<file path="config.mk">
export PLATFORM = sky130hd
export DESIGN_NAME = lft_cmp
export DESIGN_NICKNAME = d
export VERILOG_FILES = /design/src/design/lft_pkg.sv /design/src/design/lft_cmp.sv
export SDC_FILE = /design/constraint.sdc
export NUM_CORES = 1
export LEC_CHECK = 0
export BUFFER_PORTS_ARGS = -buffer_cell sky130_fd_sc_hd__buf_2
export CAP_MARGIN = 0
export CORE_AREA = 2 2 39 41
export DETAILED_ROUTE_END_ITERATION = 7
export DIE_AREA = 0 0 41 43
export MAX_ROUTING_LAYER = met4
export PLACE_DENSITY = 0.86
export SLEW_MARGIN = 25
export SYNTH_ARGS = -nofsm -noshare
export SYNTH_HDL_FRONTEND = slang
export SYNTH_SLANG_ARGS = --single-unit
</file>
<file path="constraint.sdc">
create_clock -name vclk -period 1.8
set_input_delay 0.36 -clock vclk [all_inputs]
set_output_delay 0.36 -clock vclk [all_outputs]
set_load 0.05 [all_outputs]
</file>
<file path="src/design/lft_pkg.sv">
// shared types and constants for the lowest common ancestor block
`timescale 1ns / 1ps
`default_nettype none

package lft_pkg;

    localparam int MAX_NODES_DEF = 1024;
    localparam int LABEL_W       = 32;
    localparam int COUNT_W       = 11;
    localparam int SLOT_W        = 10;
    localparam int FUNC_W        = 2;

    localparam logic [COUNT_W-1:0] COUNT_RESET = COUNT_W'(1);

    localparam logic [FUNC_W-1:0] FUNC_LOAD_PRE = 2'd0;
    localparam logic [FUNC_W-1:0] FUNC_LOAD_IN  = 2'd1;
    localparam logic [FUNC_W-1:0] FUNC_QUERY    = 2'd2;

    typedef struct packed {
        logic [FUNC_W-1:0]  func;
        logic [SLOT_W-1:0]  slot;
        logic [LABEL_W-1:0] label;
        logic [LABEL_W-1:0] first_node;
        logic [LABEL_W-1:0] second_node;
    } in_item_t;

    typedef struct packed {
        logic [LABEL_W-1:0] ancestor;
        logic               found;
    } out_item_t;

endpackage

`default_nettype wire

</file>
<file path="src/design/lft_cmp.sv">
// shared label comparator used by every scan of a query
`timescale 1ns / 1ps
`default_nettype none

module lft_cmp (
    input  wire logic [lft_pkg::LABEL_W-1:0] a,
    input  wire logic [lft_pkg::LABEL_W-1:0] b,
    output      logic                        eq
);

    assign eq = (a == b);

endmodule

`default_nettype wire

</file>
==> results of run 1 <==
## cell families after synthesis
family           synth area share, %
AND/OR/NAND/NOR                 19.1
XOR/XNOR                        80.9
## cells in the mapped netlist (all sizes together)
library cell and number:
nand4 2, nor2 1, nor4 8, xor2 32
## worst max path at each step
stage	startpoint	end	slack, ns
2_1_floorplan	b[31]	eq	0.10
6_report	a[11]	eq	0.09
4_1_cts	b[23]	eq	0.01
3_3_place_gp	b[19]	eq	-0.04
5_1_grt	b[28]	eq	0.008
3_5_place_dp	b[23]	eq	-0.04
## layout make-up
cell class                      count  area share, %
Multi-Input combinational cell     43           51.6
Tap cell                           16           2.66
Timing Repair Buffer               65           45.8
## critical path, delay by kind of cell
family,cells,cell delay (ns)
buffers and inverters,2,0.26
AND/OR/NAND/NOR,3,0.57
XOR/XNOR,1,0.16
## where the power goes
| group | leakage, nW | switching, mW | internal, mW |
|---|---|---|---|
| clock network | 0 | 0 | 0 |
| registers | 0 | 0 | 0 |
| logic | 0.407 | 0.0624 | 0.0875 |
| total | 0.407 | 0.0624 | 0.0875 |
## layout by cell type (no fill, tap or decap), drive strengths merged
cell type and n:
nand4 2, nor4 8, nor2 1, buf 65
xor2 32
## routing by layer
metal	track usage, %	vias to the layer above	share of wire [%]
met3	0	0	13
met1	9.49	233	28
met4	0	0	0
met2	25.9	38	59
li1	-	278	-
met5	-	-	0
## per-stage QoR
step	util (%)	setup slack [ns]	hold slack, ns
finish	54.3	0.0912	1.26
global route	54.3	0.00811	1.29
CTS	50.4	0.0134	1.30
detailed placement	50.2	-0.0442	1.32
floorplan	-	0.102	1.06
global placement	50.2	-0.0422	1.31
## what timing repair did
| action | CTS | global route |
|---|---|---|
| resized for setup | 1 | 9 |
| cloned | 0 | 0 |
| setup endpoints to repair | 1 | 1 |
| pin swaps | 0 | 5 |
| setup buffers | 0 | 0 |
==> impl_metrics.json, run 1 <==
{
  "status": "completed",
  "worst_slew_pin_slew_ns": 0.249,
  "routedWlPerCell_um": 9.16,
  "grt.total_usage_pct": 11.6,
  "path_common_cell": "buf_6",
  "dr.pass1.iters": 1,
  "die_area_um2": 1760,
  "avgViaCountPerCell": 4.43,
  "cp_cell_sequence": "buf_6 -> xor2_2 -> nor4_2 -> nand4_1 -> nor2_2 -> buf_6",
  "cp_data_arrival_time_ns": 1.35,
  "synth.top_cell.area_share_pct": 80.9,
  "rsz0062_at_grt": "no",
  "ys_types": 4,
  "hold_class": "input pin to output pin",
  "drive_gt1_share_pct": 66.7,
  "synth.area.top_cells": "xor2_1 (81%), nor4_1 (14%), nand4_1 (3.6%)",
  "crit_required_ns": 1.44,
  "vias": 549,
  "power_leakage_nw": 0.407,
  "wl_um": 1140,
  "max_freq_ghz": 0.585,
  "area_delta_synth_final_pct": 117,
  "p_per_area_nw_per_um2": 199,
  "cp_max_fo": 1,
  "place_congestion": 0.638,
  "die_x_um": 41,
  "place.port_buffers": 65,
  "start_kind": "input pin",
  "max_stage_delay_ns": 0.28,
  "synth.largest_area_cell": "xor2_1",
  "drv_cap": 0,
  "min_period_over_period_pct": 94.9,
  "grt_pass1_vias": 497,
  "slew_viol_final": 0,
  "grt_pass1_wl_um": 1520,
  "maxSlewHeadroom_pct": 83.3,
  "ir_drop_mv": 0.0733,
  "first_iter_violations": 0,
  "antenna_found_initial": 0,
  "hold_depth": 6,
  "overflow": 0,
  "seq_cells": 0,
  "avgSynthCellArea_um2": 8.06,
  "hold_start": "b[30]",
  "diodes": 0,
  "crit_type": "input pin to output pin",
  "initial_core_util_pct": 25.0,
  "drc": 0,
  "syn_area_um2": 347,
  "synth.yosys.seq_area_share_pct": 0,
  "ant_nets": 0,
  "layoutNonFillerInstCount": 124,
  "num-fill-cells": 131,
  "stdcell_area_um2": 752,
  "grt_max_degree": 2,
  "fp.dieH_um": 43,
  "synth_warnings": 0,
  "synth_fp_nets": 107,
  "hold-path-endpoint": "eq",
  "ctsHoldBuffers": 0,
  "io_pins": 65,
  "core_area_um2": 1380,
  "nNetsFinal": 174,
  "n_clock_buffer": 0,
  "placed_area_um2": 694,
  "fin_tns_setup_ns": 0,
  "placedCellCount": 124,
  "syn_inst": 43,
  "std_cell_rows": 14,
  "dp_hpwl_um": 1030,
  "crit_slowest_cell": "nor4_2",
  "finalSetupViolCount": 0,
  "fin_crit_ns": 1.71,
  "timing_hold_violations_final": 0,
  "power.total_uw": 150,
  "seq_area_um2": 0,
  "endpoint_kind": "output pin",
  "multi_input_area_um2": 388
}
(Power assumes the default switching activity.)
==> run 2: changes to the inputs <==
--- a/config.mk
+++ b/config.mk
@@ -7,11 +7,14 @@
 export LEC_CHECK = 0
 export BUFFER_PORTS_ARGS = -buffer_cell sky130_fd_sc_hd__buf_2
 export CAP_MARGIN = 0
-export CORE_AREA = 2 2 39 41
+export CELL_PAD_IN_SITES_DETAIL_PLACEMENT = 0
+export CELL_PAD_IN_SITES_GLOBAL_PLACEMENT = 1
+export CORE_ASPECT_RATIO = 0.75
+export CORE_MARGIN = 2
+export CORE_UTILIZATION = 15
 export DETAILED_ROUTE_END_ITERATION = 7
-export DIE_AREA = 0 0 41 43
 export MAX_ROUTING_LAYER = met4
-export PLACE_DENSITY = 0.86
+export PLACE_DENSITY = 0.88
 export SLEW_MARGIN = 25
 export SYNTH_ARGS = -nofsm -noshare
 export SYNTH_HDL_FRONTEND = slang
==> constraint.sdc (replaced) <==
create_clock -name vclk -period 1.66
set_input_delay 0.332 -clock vclk [all_inputs]
set_output_delay 0.332 -clock vclk [all_outputs]
set_load 0.05 [all_outputs]
==> impl_metrics.json, run 2 (synthesized netlist as in run 1, its figures left out) <==
{
  "status": "complete, but fails checks",
  "violations": "negative setup slack",
  "cp_cell_sequence": "buf_6 -> xor2_1 -> nor4_1 -> nand4_1 -> nor2_2 -> buf_6",
  "path_common_cell": "buf_6",
  "seq_cells": 0,
  "ir_drop_mv": 0.0670,
  "hold_class": "input pin to output pin",
  "seq_area_um2": 0,
  "fp.dieH_um": 45.6,
  "postLayoutCoreUtil_pct": 34.8,
  "grt_max_degree": 2,
  "layout_common_cells": "buf_2 (59), xor2_1 (30), buf_6 (6)",
  "cp_data_arrival_time_ns": 1.34,
  "routedWlPerCell_um": 9.44,
  "antenna_found_initial": 0,
  "worst_slew_pin_slew_ns": 0.305,
  "grt_pass1_wl_um": 1640,
  "initial_core_util_pct": 15.4,
  "core_area_um2": 2250,
  "io_pins": 65,
  "dp_hpwl_um": 1150,
  "diodes": 0,
  "grt_pass1_vias": 448,
  "crit_slowest_cell": "nor4_1",
  "std_cell_rows": 15,
  "maxSlewHeadroom_pct": 79.5,
  "fin_tns_setup_ns": -0.0146,
  "p_per_area_nw_per_um2": 213,
  "finalSetupViolCount": 1,
  "vias": 529,
  "slew_viol_final": 0,
  "hold_ws_ns": 1.20,
  "crit_type": "input pin to output pin",
  "worst-path-buf-inv": 2,
  "setup.worst_path.end": "eq",
  "nNetsFinal": 174,
  "cp_max_fo": 1,
  "ant_nets": 0,
  "place.port_buffers": 65,
  "area_delta_synth_final_pct": 126,
  "crit_required_ns": 1.33,
  "max_freq_ghz": 0.597,
  "overflow": 0,
  "dr.pass1.iters": 2,
  "wl_um": 1260,
  "die_area_um2": 2720,
  "hold_start": "b[2]",
  "final.setup.worst_slack_ns": -0.0146,
  "rsz0062_at_grt": "yes",
  "crit_family": "simple AND/OR/NAND/NOR gates",
  "cp.depth": 6,
  "fin_crit_ns": 1.67,
  "die_x_um": 59.5,
  "endpoint_kind": "output pin",
  "timing_hold_violations_final": 0,
  "grt.total_usage_pct": 7.81,
  "first_iter_violations": 3,
  "min_period_over_period_pct": 101,
  "max_stage_delay_ns": 0.33,
  "start_kind": "input pin",
  "layout_commonest_cell": "buf_2",
  "drv_cap": 0,
  "post-cts-setup-buffers": 0,
  "drive_gt1_share_pct": 66.7,
  "power_leakage_nw": 0.414,
  "crit_start": "b[0]",
  "avgViaCountPerCell": 3.98,
  "drc": 0,
  "n_clock_buffer": 0,
  "place_congestion": 0.681
}
-- run 2: cell type report --
| type | count | area, um2 |
|---|---|---|
| Fill cell | 251 | 1470 |
| Multi-Input combinational cell | 43 | 389 |
| Timing Repair Buffer | 65 | 363 |
| Tap cell | 25 | 31.3 |
-- run 2: per-layer routing --
metal  up-vias  part of all wire, %  wire length [um]  GRT usage, %
met5         -                    0                 0             -
met4         0                    0                 0             0
met3         0                   11               142         0.568
met2        29                   57               714          16.3
met1       223                   32               398          8.57
li1        277                    -                 -             -
-- run 2: what timing repair did --
action	in CTS	in global routing
setup endpoints to repair	1	1
hold buffers	0	0
pin swaps	1	11
resized for setup	5	8
-- run 2: how the worst min path moves through the flow --
stage	end	slack, ns	cells after the start
floorplan	eq	1.01	4
global placement	eq	1.25	6
detailed placement	eq	1.26	6
CTS	eq	1.21	6
global route	eq	1.25	6
finish	eq	1.20	6
-- run 2: where the power goes --
part	leakage [nW]	internal [mW]	total, mW	switching (mW)
combinational	0.414	0.0993	0.166	0.0672
clock	0	0	0	0
sequential	0	0	0	0
total	0.414	0.0993	0.166	0.0672
-- run 2: stage by stage --
step	instance area [um2]	std cells	worst slack, ns	power, mW
finish	783	133	-0.0146	0.166
global route	783	133	-0.0745	0.182
CTS	731	133	-0.0369	0.154
detailed placement	706	133	-0.130	0.147
global placement	706	133	-0.154	0.143
floorplan	349	43	0.0175	0.0545
