**config.mk**
```make
export PLATFORM = sky130hd
export DESIGN_NAME = lft_ctrl
export DESIGN_NICKNAME = d
export VERILOG_FILES = /design/src/design/lft_pkg.sv /design/src/design/lft_ctrl.sv
export SDC_FILE = /design/constraint.sdc
export NUM_CORES = 1
export LEC_CHECK = 0
export BUFFER_PORTS_ARGS = -buffer_cell sky130_fd_sc_hd__buf_2
export CAP_MARGIN = 20
export CELL_PAD_IN_SITES_DETAIL_PLACEMENT = 0
export CELL_PAD_IN_SITES_GLOBAL_PLACEMENT = 2
export CORE_MARGIN = 2
export CORE_UTILIZATION = 29
export DETAILED_ROUTE_END_ITERATION = 6
export PLACE_DENSITY_LB_ADDON = 0.1
export SETUP_SLACK_MARGIN = 0.3
export SYNTH_ARGS = -nofsm -noshare
export SYNTH_HDL_FRONTEND = slang
export SYNTH_SLANG_ARGS = --single-unit
```
**constraint.sdc**
```tcl
create_clock -name clk -period 4.7 [get_ports clk]
set_clock_uncertainty 0.15 [all_clocks]
set_input_delay 0.235 -clock clk [delete_from_list [all_inputs] [get_ports clk]]
set_output_delay 0.235 -clock clk [all_outputs]
set_load 0.02 [all_outputs]
```
**src/design/lft_pkg.sv**
```systemverilog
// shared types and constants for the lowest common ancestor block
`timescale 1ns / 1ps
`default_nettype none

package lft_pkg;

    localparam int MAX_NODES_DEF = 1024;
    localparam int LABEL_W       = 32;
    localparam int COUNT_W       = 11;
    localparam int SLOT_W        = 10;
    localparam int FUNC_W        = 2;

    localparam logic [COUNT_W-1:0] COUNT_RESET = COUNT_W'(1);

    localparam logic [FUNC_W-1:0] FUNC_LOAD_PRE = 2'd0;
    localparam logic [FUNC_W-1:0] FUNC_LOAD_IN  = 2'd1;
    localparam logic [FUNC_W-1:0] FUNC_QUERY    = 2'd2;

    typedef struct packed {
        logic [FUNC_W-1:0]  func;
        logic [SLOT_W-1:0]  slot;
        logic [LABEL_W-1:0] label;
        logic [LABEL_W-1:0] first_node;
        logic [LABEL_W-1:0] second_node;
    } in_item_t;

    typedef struct packed {
        logic [LABEL_W-1:0] ancestor;
        logic               found;
    } out_item_t;

endpackage

`default_nettype wire

```
**src/design/lft_ctrl.sv**
```systemverilog
// query sequencer, count register and output register
`timescale 1ns / 1ps
`default_nettype none

module lft_ctrl #(
    parameter int MAX_NODES = lft_pkg::MAX_NODES_DEF,
    localparam int AW = $clog2(MAX_NODES),
    localparam int CW = $clog2(MAX_NODES + 1)
) (
    input  wire logic                        clk,
    input  wire logic                        rst_n,
    input  wire logic                        in_valid,
    output      logic                        in_ready,
    input  wire lft_pkg::in_item_t           in_data,
    output      logic                        out_valid,
    input  wire logic                        out_ready,
    output      lft_pkg::out_item_t          out_data,
    input  wire logic                        cfg_we,
    input  wire logic [lft_pkg::COUNT_W-1:0] cfg_wdata,
    output      logic                        pre_we,
    output      logic                        ino_we,
    output      logic [AW-1:0]               waddr,
    output      logic [lft_pkg::LABEL_W-1:0] wdata,
    output      logic                        pre_re,
    output      logic [AW-1:0]               pre_raddr,
    input  wire logic [lft_pkg::LABEL_W-1:0] pre_rdata,
    output      logic                        ino_re,
    output      logic [AW-1:0]               ino_raddr,
    input  wire logic [lft_pkg::LABEL_W-1:0] ino_rdata,
    output      logic [lft_pkg::LABEL_W-1:0] cmp_a,
    output      logic [lft_pkg::LABEL_W-1:0] cmp_b,
    input  wire logic                        cmp_eq
);

    typedef enum logic [5:0] {
        ST_IDLE    = 6'b000001,
        ST_FIND_A  = 6'b000010,
        ST_FIND_B  = 6'b000100,
        ST_PRE_RD  = 6'b001000,
        ST_IN_SCAN = 6'b010000,
        ST_FINISH  = 6'b100000
    } state_t;

    localparam lft_pkg::out_item_t MISS = '{ancestor: '0, found: 1'b0};

    state_t                        state_reg, state_next;
    logic [lft_pkg::COUNT_W-1:0]   count_reg;
    logic [CW-1:0]                 cnt_reg, cnt_next;
    logic [CW-1:0]                 act_cnt;
    logic [AW-1:0]                 idx_reg, idx_next;
    logic [AW-1:0]                 p_reg, p_next;
    logic [AW-1:0]                 pos_a_reg, pos_a_next;
    logic [AW-1:0]                 lo_reg, lo_next;
    logic [AW-1:0]                 hi_reg, hi_next;
    logic [lft_pkg::LABEL_W-1:0]   na_reg, na_next;
    logic [lft_pkg::LABEL_W-1:0]   nb_reg, nb_next;
    lft_pkg::out_item_t            res_reg, res_next;
    lft_pkg::out_item_t            out_reg, out_next;
    logic                          out_valid_reg, out_valid_next;
    logic                          xfer;
    logic                          slot_ok;
    logic                          idx_last;
    logic                          p_last;

    // a count above the table depth acts as the depth
    assign act_cnt = (32'(count_reg) > MAX_NODES) ? CW'(MAX_NODES) : CW'(count_reg);

    assign in_ready  = (state_reg == ST_IDLE);
    assign xfer      = in_valid && in_ready;
    assign slot_ok   = (32'(in_data.slot) < MAX_NODES);
    assign pre_we    = xfer && (in_data.func == lft_pkg::FUNC_LOAD_PRE) && slot_ok;
    assign ino_we    = xfer && (in_data.func == lft_pkg::FUNC_LOAD_IN) && slot_ok;
    assign waddr     = AW'(in_data.slot);
    assign wdata     = in_data.label;
    assign out_valid = out_valid_reg;
    assign out_data  = out_reg;

    assign idx_last = ((CW'(idx_reg) + CW'(1)) == cnt_reg);
    assign p_last   = ((CW'(p_reg) + CW'(1)) == cnt_reg);

    assign cmp_a = ino_rdata;

    always_comb
    begin
        case (state_reg)
            ST_FIND_A: cmp_b = na_reg;
            ST_FIND_B: cmp_b = nb_reg;
            default:   cmp_b = pre_rdata;
        endcase
    end

    always_comb
    begin
        state_next     = state_reg;
        cnt_next       = cnt_reg;
        idx_next       = idx_reg;
        p_next         = p_reg;
        pos_a_next     = pos_a_reg;
        lo_next        = lo_reg;
        hi_next        = hi_reg;
        na_next        = na_reg;
        nb_next        = nb_reg;
        res_next       = res_reg;
        out_next       = out_reg;
        out_valid_next = out_valid_reg && !out_ready;
        pre_re         = 1'b0;
        pre_raddr      = p_reg;
        ino_re         = 1'b0;
        ino_raddr      = idx_reg + AW'(1);

        unique case (state_reg)
            ST_IDLE:
            begin
                if (xfer && (in_data.func == lft_pkg::FUNC_QUERY))
                begin
                    na_next  = in_data.first_node;
                    nb_next  = in_data.second_node;
                    cnt_next = act_cnt;
                    if (act_cnt == '0)
                    begin
                        res_next   = MISS;
                        state_next = ST_FINISH;
                    end
                    else
                    begin
                        ino_re     = 1'b1;
                        ino_raddr  = '0;
                        idx_next   = '0;
                        state_next = ST_FIND_A;
                    end
                end
            end
            ST_FIND_A:
            begin
                if (cmp_eq)
                begin
                    pos_a_next = idx_reg;
                    ino_re     = 1'b1;
                    ino_raddr  = '0;
                    idx_next   = '0;
                    state_next = ST_FIND_B;
                end
                else if (idx_last)
                begin
                    res_next   = MISS;
                    state_next = ST_FINISH;
                end
                else
                begin
                    ino_re   = 1'b1;
                    idx_next = idx_reg + AW'(1);
                end
            end
            ST_FIND_B:
            begin
                if (cmp_eq)
                begin
                    lo_next    = (pos_a_reg < idx_reg) ? pos_a_reg : idx_reg;
                    hi_next    = (pos_a_reg < idx_reg) ? idx_reg : pos_a_reg;
                    p_next     = '0;
                    state_next = ST_PRE_RD;
                end
                else if (idx_last)
                begin
                    res_next   = MISS;
                    state_next = ST_FINISH;
                end
                else
                begin
                    ino_re   = 1'b1;
                    idx_next = idx_reg + AW'(1);
                end
            end
            ST_PRE_RD:
            begin
                // fetch one preorder label and the start of the inorder range
                pre_re     = 1'b1;
                ino_re     = 1'b1;
                ino_raddr  = lo_reg;
                idx_next   = lo_reg;
                state_next = ST_IN_SCAN;
            end
            ST_IN_SCAN:
            begin
                if (cmp_eq)
                begin
                    res_next   = '{ancestor: pre_rdata, found: 1'b1};
                    state_next = ST_FINISH;
                end
                else if (idx_reg == hi_reg)
                begin
                    if (p_last)
                    begin
                        res_next   = MISS;
                        state_next = ST_FINISH;
                    end
                    else
                    begin
                        p_next     = p_reg + AW'(1);
                        state_next = ST_PRE_RD;
                    end
                end
                else
                begin
                    ino_re   = 1'b1;
                    idx_next = idx_reg + AW'(1);
                end
            end
            ST_FINISH:
            begin
                // wait for the output register to free up
                if (!out_valid_reg || out_ready)
                begin
                    out_valid_next = 1'b1;
                    out_next       = res_reg;
                    state_next     = ST_IDLE;
                end
            end
            default:
            begin
                state_next = ST_IDLE;
            end
        endcase
    end

    always_ff @(posedge clk or negedge rst_n)
    begin
        if (!rst_n)
        begin
            state_reg     <= ST_IDLE;
            out_valid_reg <= 1'b0;
            count_reg     <= lft_pkg::COUNT_RESET;
        end
        else
        begin
            state_reg     <= state_next;
            out_valid_reg <= out_valid_next;
            if (cfg_we)
            begin
                count_reg <= cfg_wdata;
            end
        end
    end

    always_ff @(posedge clk)
    begin
        cnt_reg   <= cnt_next;
        idx_reg   <= idx_next;
        p_reg     <= p_next;
        pos_a_reg <= pos_a_next;
        lo_reg    <= lo_next;
        hi_reg    <= hi_next;
        na_reg    <= na_next;
        nb_reg    <= nb_next;
        res_reg   <= res_next;
        out_reg   <= out_next;
    end

endmodule

`default_nettype wire

```
==> insert_results.sql, run 1 <==
INSERT INTO impl_metrics (metric_group, metric, value, unit) VALUES
('outcome', 'status', 'completed', ''),
('clocking', 'clk-insertion-delay-late', '540', 'ps'),
('placed_design', 'instance_area_at_placement', '11400', 'sq um'),
('placed_design', 'io_buffers', '205', ''),
('floorplan', 'floorplan.die.width', '194', 'um'),
('critical_path', 'cp-startpoint', 'state_reg[3]$_DFFE_PN0P_', ''),
('clocking', 'numClockSinks', '209', ''),
('sta', 'finalSetupViolCount', '0', ''),
('sta', 'min_period_over_period', '81.1', '%'),
('floorplan', 'floorplan.die.height', '194', 'um'),
('sta', 'setup_ws_final', '889', 'ps'),
('synth', 'synth-edff-count', '191', ''),
('synth', 'netlist_top_cells_count', 'sky130_fd_sc_hd__edfxtp_1, sky130_fd_sc_hd__nand2_1, sky130_fd_sc_hd__buf_4', ''),
('detailed_routing', 'first_drt_pass_iteration_count', '5', ''),
('clocking', 'h-tree-depth', '1', ''),
('cells_and_area', 'syn_to_final_growth', '29.1', '%'),
('clocking', 'cts_root_buffer', 'sky130_fd_sc_hd__clkbuf_16', ''),
('floorplan', 'coreArea', '35500', 'sq um'),
('cells_and_area', 'antenna_cells_inserted', '0', ''),
('hold_path', 'hold_class', 'in2async', ''),
('cells_and_area', 'final_layout_size_suffix_gt1_share', '25.6', '%'),
('synth', 'yosys.cell_types.count', '68', ''),
('detailed_routing', 'postRouteAntennaNets', '0', ''),
('grt', 'global_route.overflow_total', '0', ''),
('floorplan', 'boundaryPins', '354', ''),
('clocking', 'tritoncts', 'done', ''),
('grt', 'grt_pass1_wl', '49800', 'um'),
('synth', 'synth_top_cell_area_share', '54.9', '%'),
('sta', 'slew_headroom', '30.7', '%'),
('grt', 'grtUsageTotal', '17.2', '%'),
('critical_path', 'worstPathBufferInverterCount', '3', ''),
('detailed_routing', 'post_drt_via_cell_ratio', '4.93', ''),
('placed_design', 'detailed_place_hpwl', '23000', 'um'),
('grt', 'grt_antenna_before_repair', '0', ''),
('critical_path', 'timing.critical_path.slowest_stage_cell', 'sky130_fd_sc_hd__or4_1', ''),
('synth', 'ys_seq_area_share', '59.3', '%'),
('critical_path', 'start_kind', 'flop', ''),
('synth', 'synth_top_cell_by_area', 'sky130_fd_sc_hd__edfxtp_1', ''),
('floorplan', 'die-area', '37500', 'sq um'),
('grt', 'largest_net_degree_at_the_start_of_global_routing', '65', ''),
('placed_design', 'post-place-cells', '1424', ''),
('power', 'leakagePower', '5.35', 'nW'),
('critical_path', 'setup.worst_path.class', 'reg2out', ''),
('cells_and_area', 'fin_cells', '1592', ''),
('cells_and_area', 'postLayoutCellArea', '13500', 'sq um'),
('synth', 'syn_area', '10400', 'sq um'),
('detailed_routing', 'wl', '33400', 'um'),
('synth', 'register_bit_total_from_synthesis', '209', ''),
('detailed_routing', 'routed-via-count', '7849', ''),
('grt', 'global_route.usage.met3', '3.81', '%'),
('sta', 'grt_setup_unrepaired', 'no', ''),
('power', 'ir_worst_vdd', '0.290', 'mV'),
('sta', 'tightestPinTransition', '1040', 'ps'),
('synth', 'instance_count_of_the_mapped_netlist', '873', ''),
('cells_and_area', 'fill_cells', '3443', ''),
('sta', 'totalNegativeSetupSlack', '0', 'ps'),
('floorplan', 'initial_utilization', '29.4', '%'),
('grt', 'globalRoute.busiestLayer', 'met2', ''),
('power', 'p_total', '5.84', 'mW'),
('synth', 'yosysMostFrequentCell', 'sky130_fd_sc_hd__edfxtp_1', ''),
('synth', 'synth-async-reset-ratio', '8.61', '%'),
('critical_path', 'worstPathArrival', '3430', 'ps'),
('critical_path', 'worstPathCellList', 'or4_1 > nor3b_2 > buf_4 > and2_1 > nor3_1 > buf_4 > o21ai_1 > buf_2', ''),
('critical_path', 'critical_path.max_fanout', '36', ''),
('synth', 'largest_cells_by_area_after_synthesis', 'sky130_fd_sc_hd__edfxtp_1, sky130_fd_sc_hd__buf_4, sky130_fd_sc_hd__dfrtp_1, sky130_fd_sc_hd__a22oi_1, sky130_fd_sc_hd__nand2_1', ''),
('critical_path', 'timing.critical_path.mode_cell', 'sky130_fd_sc_hd__buf_4', ''),
('synth', 'syn_avg_cell_area', '12.0', 'sq um'),
('synth', 'yosys_warnings', '0', ''),
('grt', 'met2_usage', '26.9', '%'),
('critical_path', 'end_kind', 'output port', ''),
('clocking', 'clockBufferDepth', '3', '');
[path summary, 6_finish.rpt]
kind                                        endpoint  slack [ps]  cells past startpoint
max reg2reg                res_reg[30]$_SDFFCE_PN0P_         970                      8
min                        count_reg[10]$_DFFE_PN0P_          30                      2
max in group asynchronous   state_reg[0]$_DFFE_PN1P_        4040                      2
min in group clk            state_reg[0]$_DFFE_PN1P_         140                      4
max                                     ino_raddr[2]         890                      8
min reg2reg                   out_data[12]$_DFFE_PP_         260                      0
[cells by family (layout without fill, tap and decap cells)]
family	count (synthesis)	after routing	share of synthesized area (%)
XOR/XNOR	38	38	3.98
multiplexers	11	11	1.19
flip-flops	209	209	59.3
buffers and inverters	154	412	8.35
adder cells (fa/ha/maj)	11	11	1.32
AND/OR/NAND/NOR	287	287	14.6
AO/OA/AOI/OAI	163	163	11.3
[timing repair]
item / in CTS / in global routing
gates resized for setup: 0 / 0
setup endpoints to repair: 0 / 0
hold endpoints to repair: 128 / 0
setup buffers: 0 / 0
hold buffers: 122 / 0
[final cells by class]
class	count	area [sq um]	share of cell area [%]
clock buffers	37	723	5.37
clock inverters	8	75.1	0.557
inverters	25	93.8	0.696
multi-input cells	510	3440	25.6
flip-flops and latches	209	6190	45.9
well taps	461	577	4.28
repair buffers	342	2380	17.6
[placed cells by master, fill, tap and decap left out, drive strengths merged, types with 6 or more instances in the layout]
| master | Yosys | routed |
|---|---|---|
| edfxtp | 191 | 191 |
| a22oi | 52 | 52 |
| nor3 | 9 | 9 |
| nor4 | 7 | 7 |
| nand2 | 90 | 90 |
| xnor2 | 24 | 24 |
| buf | 90 | 220 |
| nand3 | 11 | 11 |
| xor2 | 8 | 8 |
| a31oi | 9 | 9 |
| dfrtp | 16 | 16 |
| and2 | 8 | 8 |
| and3 | 38 | 38 |
| inv | 25 | 25 |
| o21ai | 19 | 19 |
| nor2 | 39 | 39 |
| o211ai | 22 | 22 |
| clkinv | 0 | 6 |
| a41o | 6 | 6 |
| dlygate4sd3 | 0 | 122 |
| mux2 | 11 | 11 |
| ha | 11 | 11 |
| nor2b | 18 | 18 |
| a21oi | 17 | 17 |
| clkbuf | 39 | 37 |
| nand4 | 26 | 26 |
| xnor3 | 6 | 6 |
| or4 | 6 | 6 |
[routing by layer]
| layer | vias to the layer above | routed length, um | share of wire [%] |
|---|---|---|---|
| met3 | 107 | 2390 | 7.1 |
| met1 | 3742 | 14400 | 43 |
| met2 | 306 | 15200 | 46 |
| li1 | 3694 | - | - |
| met4 | 0 | 1370 | 4.1 |
| met5 | - | 0 | 0 |
[power breakdown]
part           leakage, nW  internal, mW  switching, mW
Combinational         2.90         0.594          0.986
Clock                0.384          1.12          0.769
Sequential            2.07          2.20          0.174
Total                 5.35          3.91           1.93
(Power assumes the default switching activity.)
==> run 2, diff against run 1 <==
Settings changed: ABC_AREA from default to 1, CORE_UTILIZATION 29 to 30.
Clock period 4.7 ns to 3.6 ns, I/O delays scaled along.
==> run 2 against run 1 <==
  * Synthesized area is 3.4% lower
  * Critical path depth increased by 5
  * Worst hold slack improved by 58 ps
  * Die area down 6.5%
  * Sequential share of layout area up 0.15 points
  * Core utilization is 2.4 points higher
  * Cell area decreased by 0.33%
  * Wire length decreased by 13%
  * Critical endpoint is now ino_re
  * Highest routed layer unchanged
==> insert_results.sql, run 2 <==
INSERT INTO impl_metrics (metric_group, metric, value, unit) VALUES
('synth', 'ys_seq_area_share', '61.3', '%'),
('synth', 'syn_avg_cell_area', '10.1', 'sq um'),
('power', 'clkPwrFrac', '33.3', '%'),
('floorplan', 'num_rows', '67', ''),
('floorplan', 'coreArea', '33300', 'sq um'),
('critical_path', 'timing.critical_path.slowest_stage_cell', 'sky130_fd_sc_hd__edfxtp_1', ''),
('synth', 'synth_flop_cell', 'sky130_fd_sc_hd__edfxtp_1', ''),
('detailed_routing', 'dr.first_iter.drc_count', '345', ''),
('grt', 'grt_pass1_wl', '45500', 'um'),
('critical_path', 'critical_path.max_fanout', '6', ''),
('detailed_routing', 'postRouteAntennaNets', '0', ''),
('critical_path', 'setup.worst_path.class', 'reg2out', ''),
('synth', 'instance_count_of_the_mapped_netlist', '999', ''),
('clocking', 'h-tree-depth', '1', ''),
('power', 'power_frac_comb', '25.3', '%'),
('sta', 'hold_violations', '0', ''),
('synth', 'largest_cells_by_area_after_synthesis', 'sky130_fd_sc_hd__edfxtp_1, sky130_fd_sc_hd__nand2_1, sky130_fd_sc_hd__buf_4, sky130_fd_sc_hd__inv_1, sky130_fd_sc_hd__dfrtp_1', ''),
('clocking', 'tritoncts', 'done', ''),
('sta', 'tightestPinTransition', '981', 'ps'),
('clocking', 'cts_root_buffer', 'sky130_fd_sc_hd__clkbuf_16', ''),
('placed_design', 'io_buffers', '205', ''),
('clocking', 'clockBufferDepth', '3', ''),
('cells_and_area', 'final_layout_size_suffix_gt1_share', '22.8', '%'),
('sta', 'finalSetupViolCount', '0', ''),
('synth', 'yosys.cell_types.count', '38', ''),
('outcome', 'status', 'completed', ''),
('critical_path', 'worstPathCellList', 'ha_1 > inv_1 > nand2_1 > nand2_1 > nor2_1 > nand3_1 > nor2_2 > nand3_2 > nor2_4 > nand4_1 > a21oi_1 > nand2_1 > buf_2', ''),
('cells_and_area', 'fin_cells', '1757', ''),
('floorplan', 'floorplan.die.height', '187', 'um'),
('flow_run', 'max-cap-violations', '0', ''),
('floorplan', 'initial_utilization', '30.3', '%'),
('power', 'sequential_share_of_power', '41.4', '%'),
('critical_path', 'end_kind', 'output port', ''),
('detailed_routing', 'first_drt_pass_iteration_count', '5', ''),
('synth', 'synth-edff-count', '191', ''),
('synth', 'syn_nets', '1199', ''),
('grt', 'global_route.overflow_total', '0', ''),
('critical_path', 'worstPathArrival', '2780', 'ps'),
('detailed_routing', 'wl', '29000', 'um'),
('cells_and_area', 'syn_to_final_growth', '33.2', '%'),
('grt', 'largest_net_degree_at_the_start_of_global_routing', '65', ''),
('power', 'netSwitchingFraction', '32.1', '%'),
('detailed_routing', 'm1WireLength', '12300', 'um'),
('clocking', 'numClockSinks', '209', ''),
('cells_and_area', 'antenna_cells_inserted', '0', ''),
('placed_design', 'place.gp.congestion', '0.769', ''),
('synth', 'yosysMostFrequentCell', 'sky130_fd_sc_hd__nand2_1', ''),
('sta', 'slew_headroom', '34.4', '%'),
('synth', 'yosys_warnings', '0', ''),
('detailed_routing', 'drt_drc', '0', ''),
('placed_design', 'post-place-cells', '1569', ''),
('cells_and_area', 'final_common_cell', 'sky130_fd_sc_hd__nand2_1', ''),
('placed_design', 'detailed_place_hpwl', '20100', 'um'),
('grt', 'first_global_vias', '8114', ''),
('sta', 'min_period_over_period', '86.3', '%'),
('floorplan', 'boundaryPins', '354', ''),
('synth', 'synth-async-reset-ratio', '8.61', '%'),
('clocking', 'clk-insertion-delay-late', '550', 'ps'),
('power', 'ir_worst_vdd', '0.353', 'mV'),
('critical_path', 'cpPeakStageDelay', '420', 'ps'),
('cells_and_area', 'number_of_nets_in_the_layout', '1489', ''),
('synth', 'synth_top_cell_area_share', '56.9', '%'),
('power', 'powerDensity', '583', 'nW/um^2'),
('clocking', 'num_cts_buffers', '26', ''),
('detailed_routing', 'routed-via-count', '7769', ''),
('floorplan', 'floorplan.die.width', '187', 'um'),
('critical_path', 'timing.critical_path.mode_cell', 'sky130_fd_sc_hd__nand2_1', ''),
('power', 'leakagePower', '5.63', 'nW'),
('power', 'power.net_switching', '2.52', 'mW'),
('detailed_routing', 'top_layer', 'met4', ''),
('floorplan', 'die-area', '35100', 'sq um'),
('sta', 'post-route-min-period', '3110', 'ps'),
('synth', 'register_bit_total_from_synthesis', '209', ''),
('detailed_routing', 'wl_per_cell', '16.5', 'um'),
('sta', 'drv_slew', '0', ''),
('detailed_routing', 'routed-wl-met2', '14100', 'um'),
('detailed_routing', 'wl_met3', '2080', 'um'),
('cells_and_area', 'final_cell_mix', 'sky130_fd_sc_hd__nand2_1, sky130_fd_sc_hd__buf_2, sky130_fd_sc_hd__edfxtp_1', ''),
('hold_path', 'hold_class', 'in2reg', ''),
('critical_path', 'cpLargestDelayFamily', 'simple AND/OR/NAND/NOR gates', ''),
('grt', 'grtUsageTotal', '16.6', '%'),
('grt', 'grt_antenna_before_repair', '0', ''),
('detailed_routing', 'post_drt_via_cell_ratio', '4.42', ''),
('sta', 'totalNegativeSetupSlack', '0', 'ps'),
('cells_and_area', 'layout.core_utilization', '40.4', '%'),
('sta', 'grt_setup_unrepaired', 'yes', ''),
('critical_path', 'data_required_time_of_the_worst_path', '3270', 'ps'),
('critical_path', 'worstPathBufferInverterCount', '2', ''),
('sta', 'max_freq', '0.322', 'GHz'),
('power', 'internal_dissipation', '5.31', 'mW'),
('critical_path', 'start_kind', 'flop', ''),
('synth', 'syn_area', '10100', 'sq um'),
('clocking', 'cts.reportedPaths.clkPinSlew', '60', 'ps'),
('synth', 'netlist_top_cells_count', 'sky130_fd_sc_hd__nand2_1, sky130_fd_sc_hd__edfxtp_1, sky130_fd_sc_hd__inv_1', ''),
('synth', 'synth_top_cell_by_area', 'sky130_fd_sc_hd__edfxtp_1', '');
-- run 2: cell types whose count changed in the layout (fill, tap and decap cells not counted), sizes merged, moves of 11 or more --
cell	before	now
o211ai	22	33
nand3	11	51
nor2b	18	0
nor2	39	107
a22oi	52	2
inv	25	119
o21ai	19	33
nand2	90	259
mux2	11	0
xnor2	24	8
dlygate4sd3	122	137
and3	38	0
-- run 2: repair_timing --
action                     CTS  global route
hold endpoints to repair   132             0
setup endpoints to repair    1             8
resized for setup            0             1
hold buffers               137             0
buffers inserted             2             1
-- run 2: per-stage QoR --
step / hold WS [ps] / setup slack, ps / area, sq um / power [mW]
floorplan: -266 / 394 / 10100 / 4.52
global placement: 4.91 / 722 / 11200 / 5.16
detailed placement: 6.83 / 629 / 11200 / 5.16
CTS: 32.5 / 332 / 13400 / 7.94
global route: 136 / 234 / 13400 / 8.29
finish: 88.4 / 493 / 13400 / 7.83
-- run 2: final cells by class --
cell class / count / area, sq um
fill: 3329 / 19800
inverter: 123 / 462
clock inverter: 15 / 170
timing repair buffer: 361 / 2560
multi-input combinational: 568 / 2800
tap: 448 / 561
clock buffer: 33 / 687
sequential: 209 / 6190
-- run 2: metal layers --
metal  up-vias  global-route usage (%)
met1      3677                    20.5
met5         -                       0
li1       3828                       -
met3        46                    4.84
met2       218                    28.5
met4         0                    3.97
-- run 2: path summary, 6_finish.rpt --
path	from	to	slack [ps]	depth (start not counted)
min in group asynchronous	rst_n	count_reg[0]$_DFFE_PN1P_	530	3
max	idx_reg[0]$_DFFE_PP_	ino_re	490	13
max in group asynchronous	rst_n	count_reg[7]$_DFFE_PN0P_	1530	4
min reg2reg	res_reg[26]$_SDFFCE_PN0P_	out_data[26]$_DFFE_PP_	260	0
max reg2reg	pre_raddr[0]$_SDFFCE_PP0P_	pre_raddr[8]$_SDFFCE_PP0P_	680	12
min	in_data[106]	state_reg[0]$_DFFE_PN1P_	90	5
-- run 2: kinds of logic after synthesis --
family | after synthesis | synth area share, %
fa+ha+maj | 11 | 1.36
flops | 209 | 61.3
simple gates | 452 | 19.3
compound gates | 91 | 5.68
buf+inv | 222 | 11.1
xor+xnor | 14 | 1.22
-- run 2: worst reg2reg max path, stage by stage, from the launching register on --
cell,delay [ps]
sky130_fd_sc_hd__edfxtp_1,540
sky130_fd_sc_hd__ha_1,250
sky130_fd_sc_hd__nand3_1,150
sky130_fd_sc_hd__nor2_1,310
sky130_fd_sc_hd__xor2_1,260
sky130_fd_sc_hd__nand2_1,70
sky130_fd_sc_hd__nand2_1,60
sky130_fd_sc_hd__nor2_1,30
sky130_fd_sc_hd__nand4_1,120
sky130_fd_sc_hd__nand2_1,80
sky130_fd_sc_hd__nand2_1,60
sky130_fd_sc_hd__nand2_1,60
sky130_fd_sc_hd__inv_1,390
-- run 2: power by group through the flow --
| stage | sequential (mW) | combinational [mW] | clock [mW] |
|---|---|---|---|
| 6_report | 3.24 | 1.98 | 2.61 |
| 5_1_grt | 3.27 | 2.23 | 2.79 |
| 4_1_cts | 3.25 | 2.00 | 2.68 |
| 3_5_place_dp | 3.31 | 1.85 | 0 |
| 3_3_place_gp | 3.30 | 1.86 | 0 |
| 2_1_floorplan | 3.28 | 1.24 | 0 |
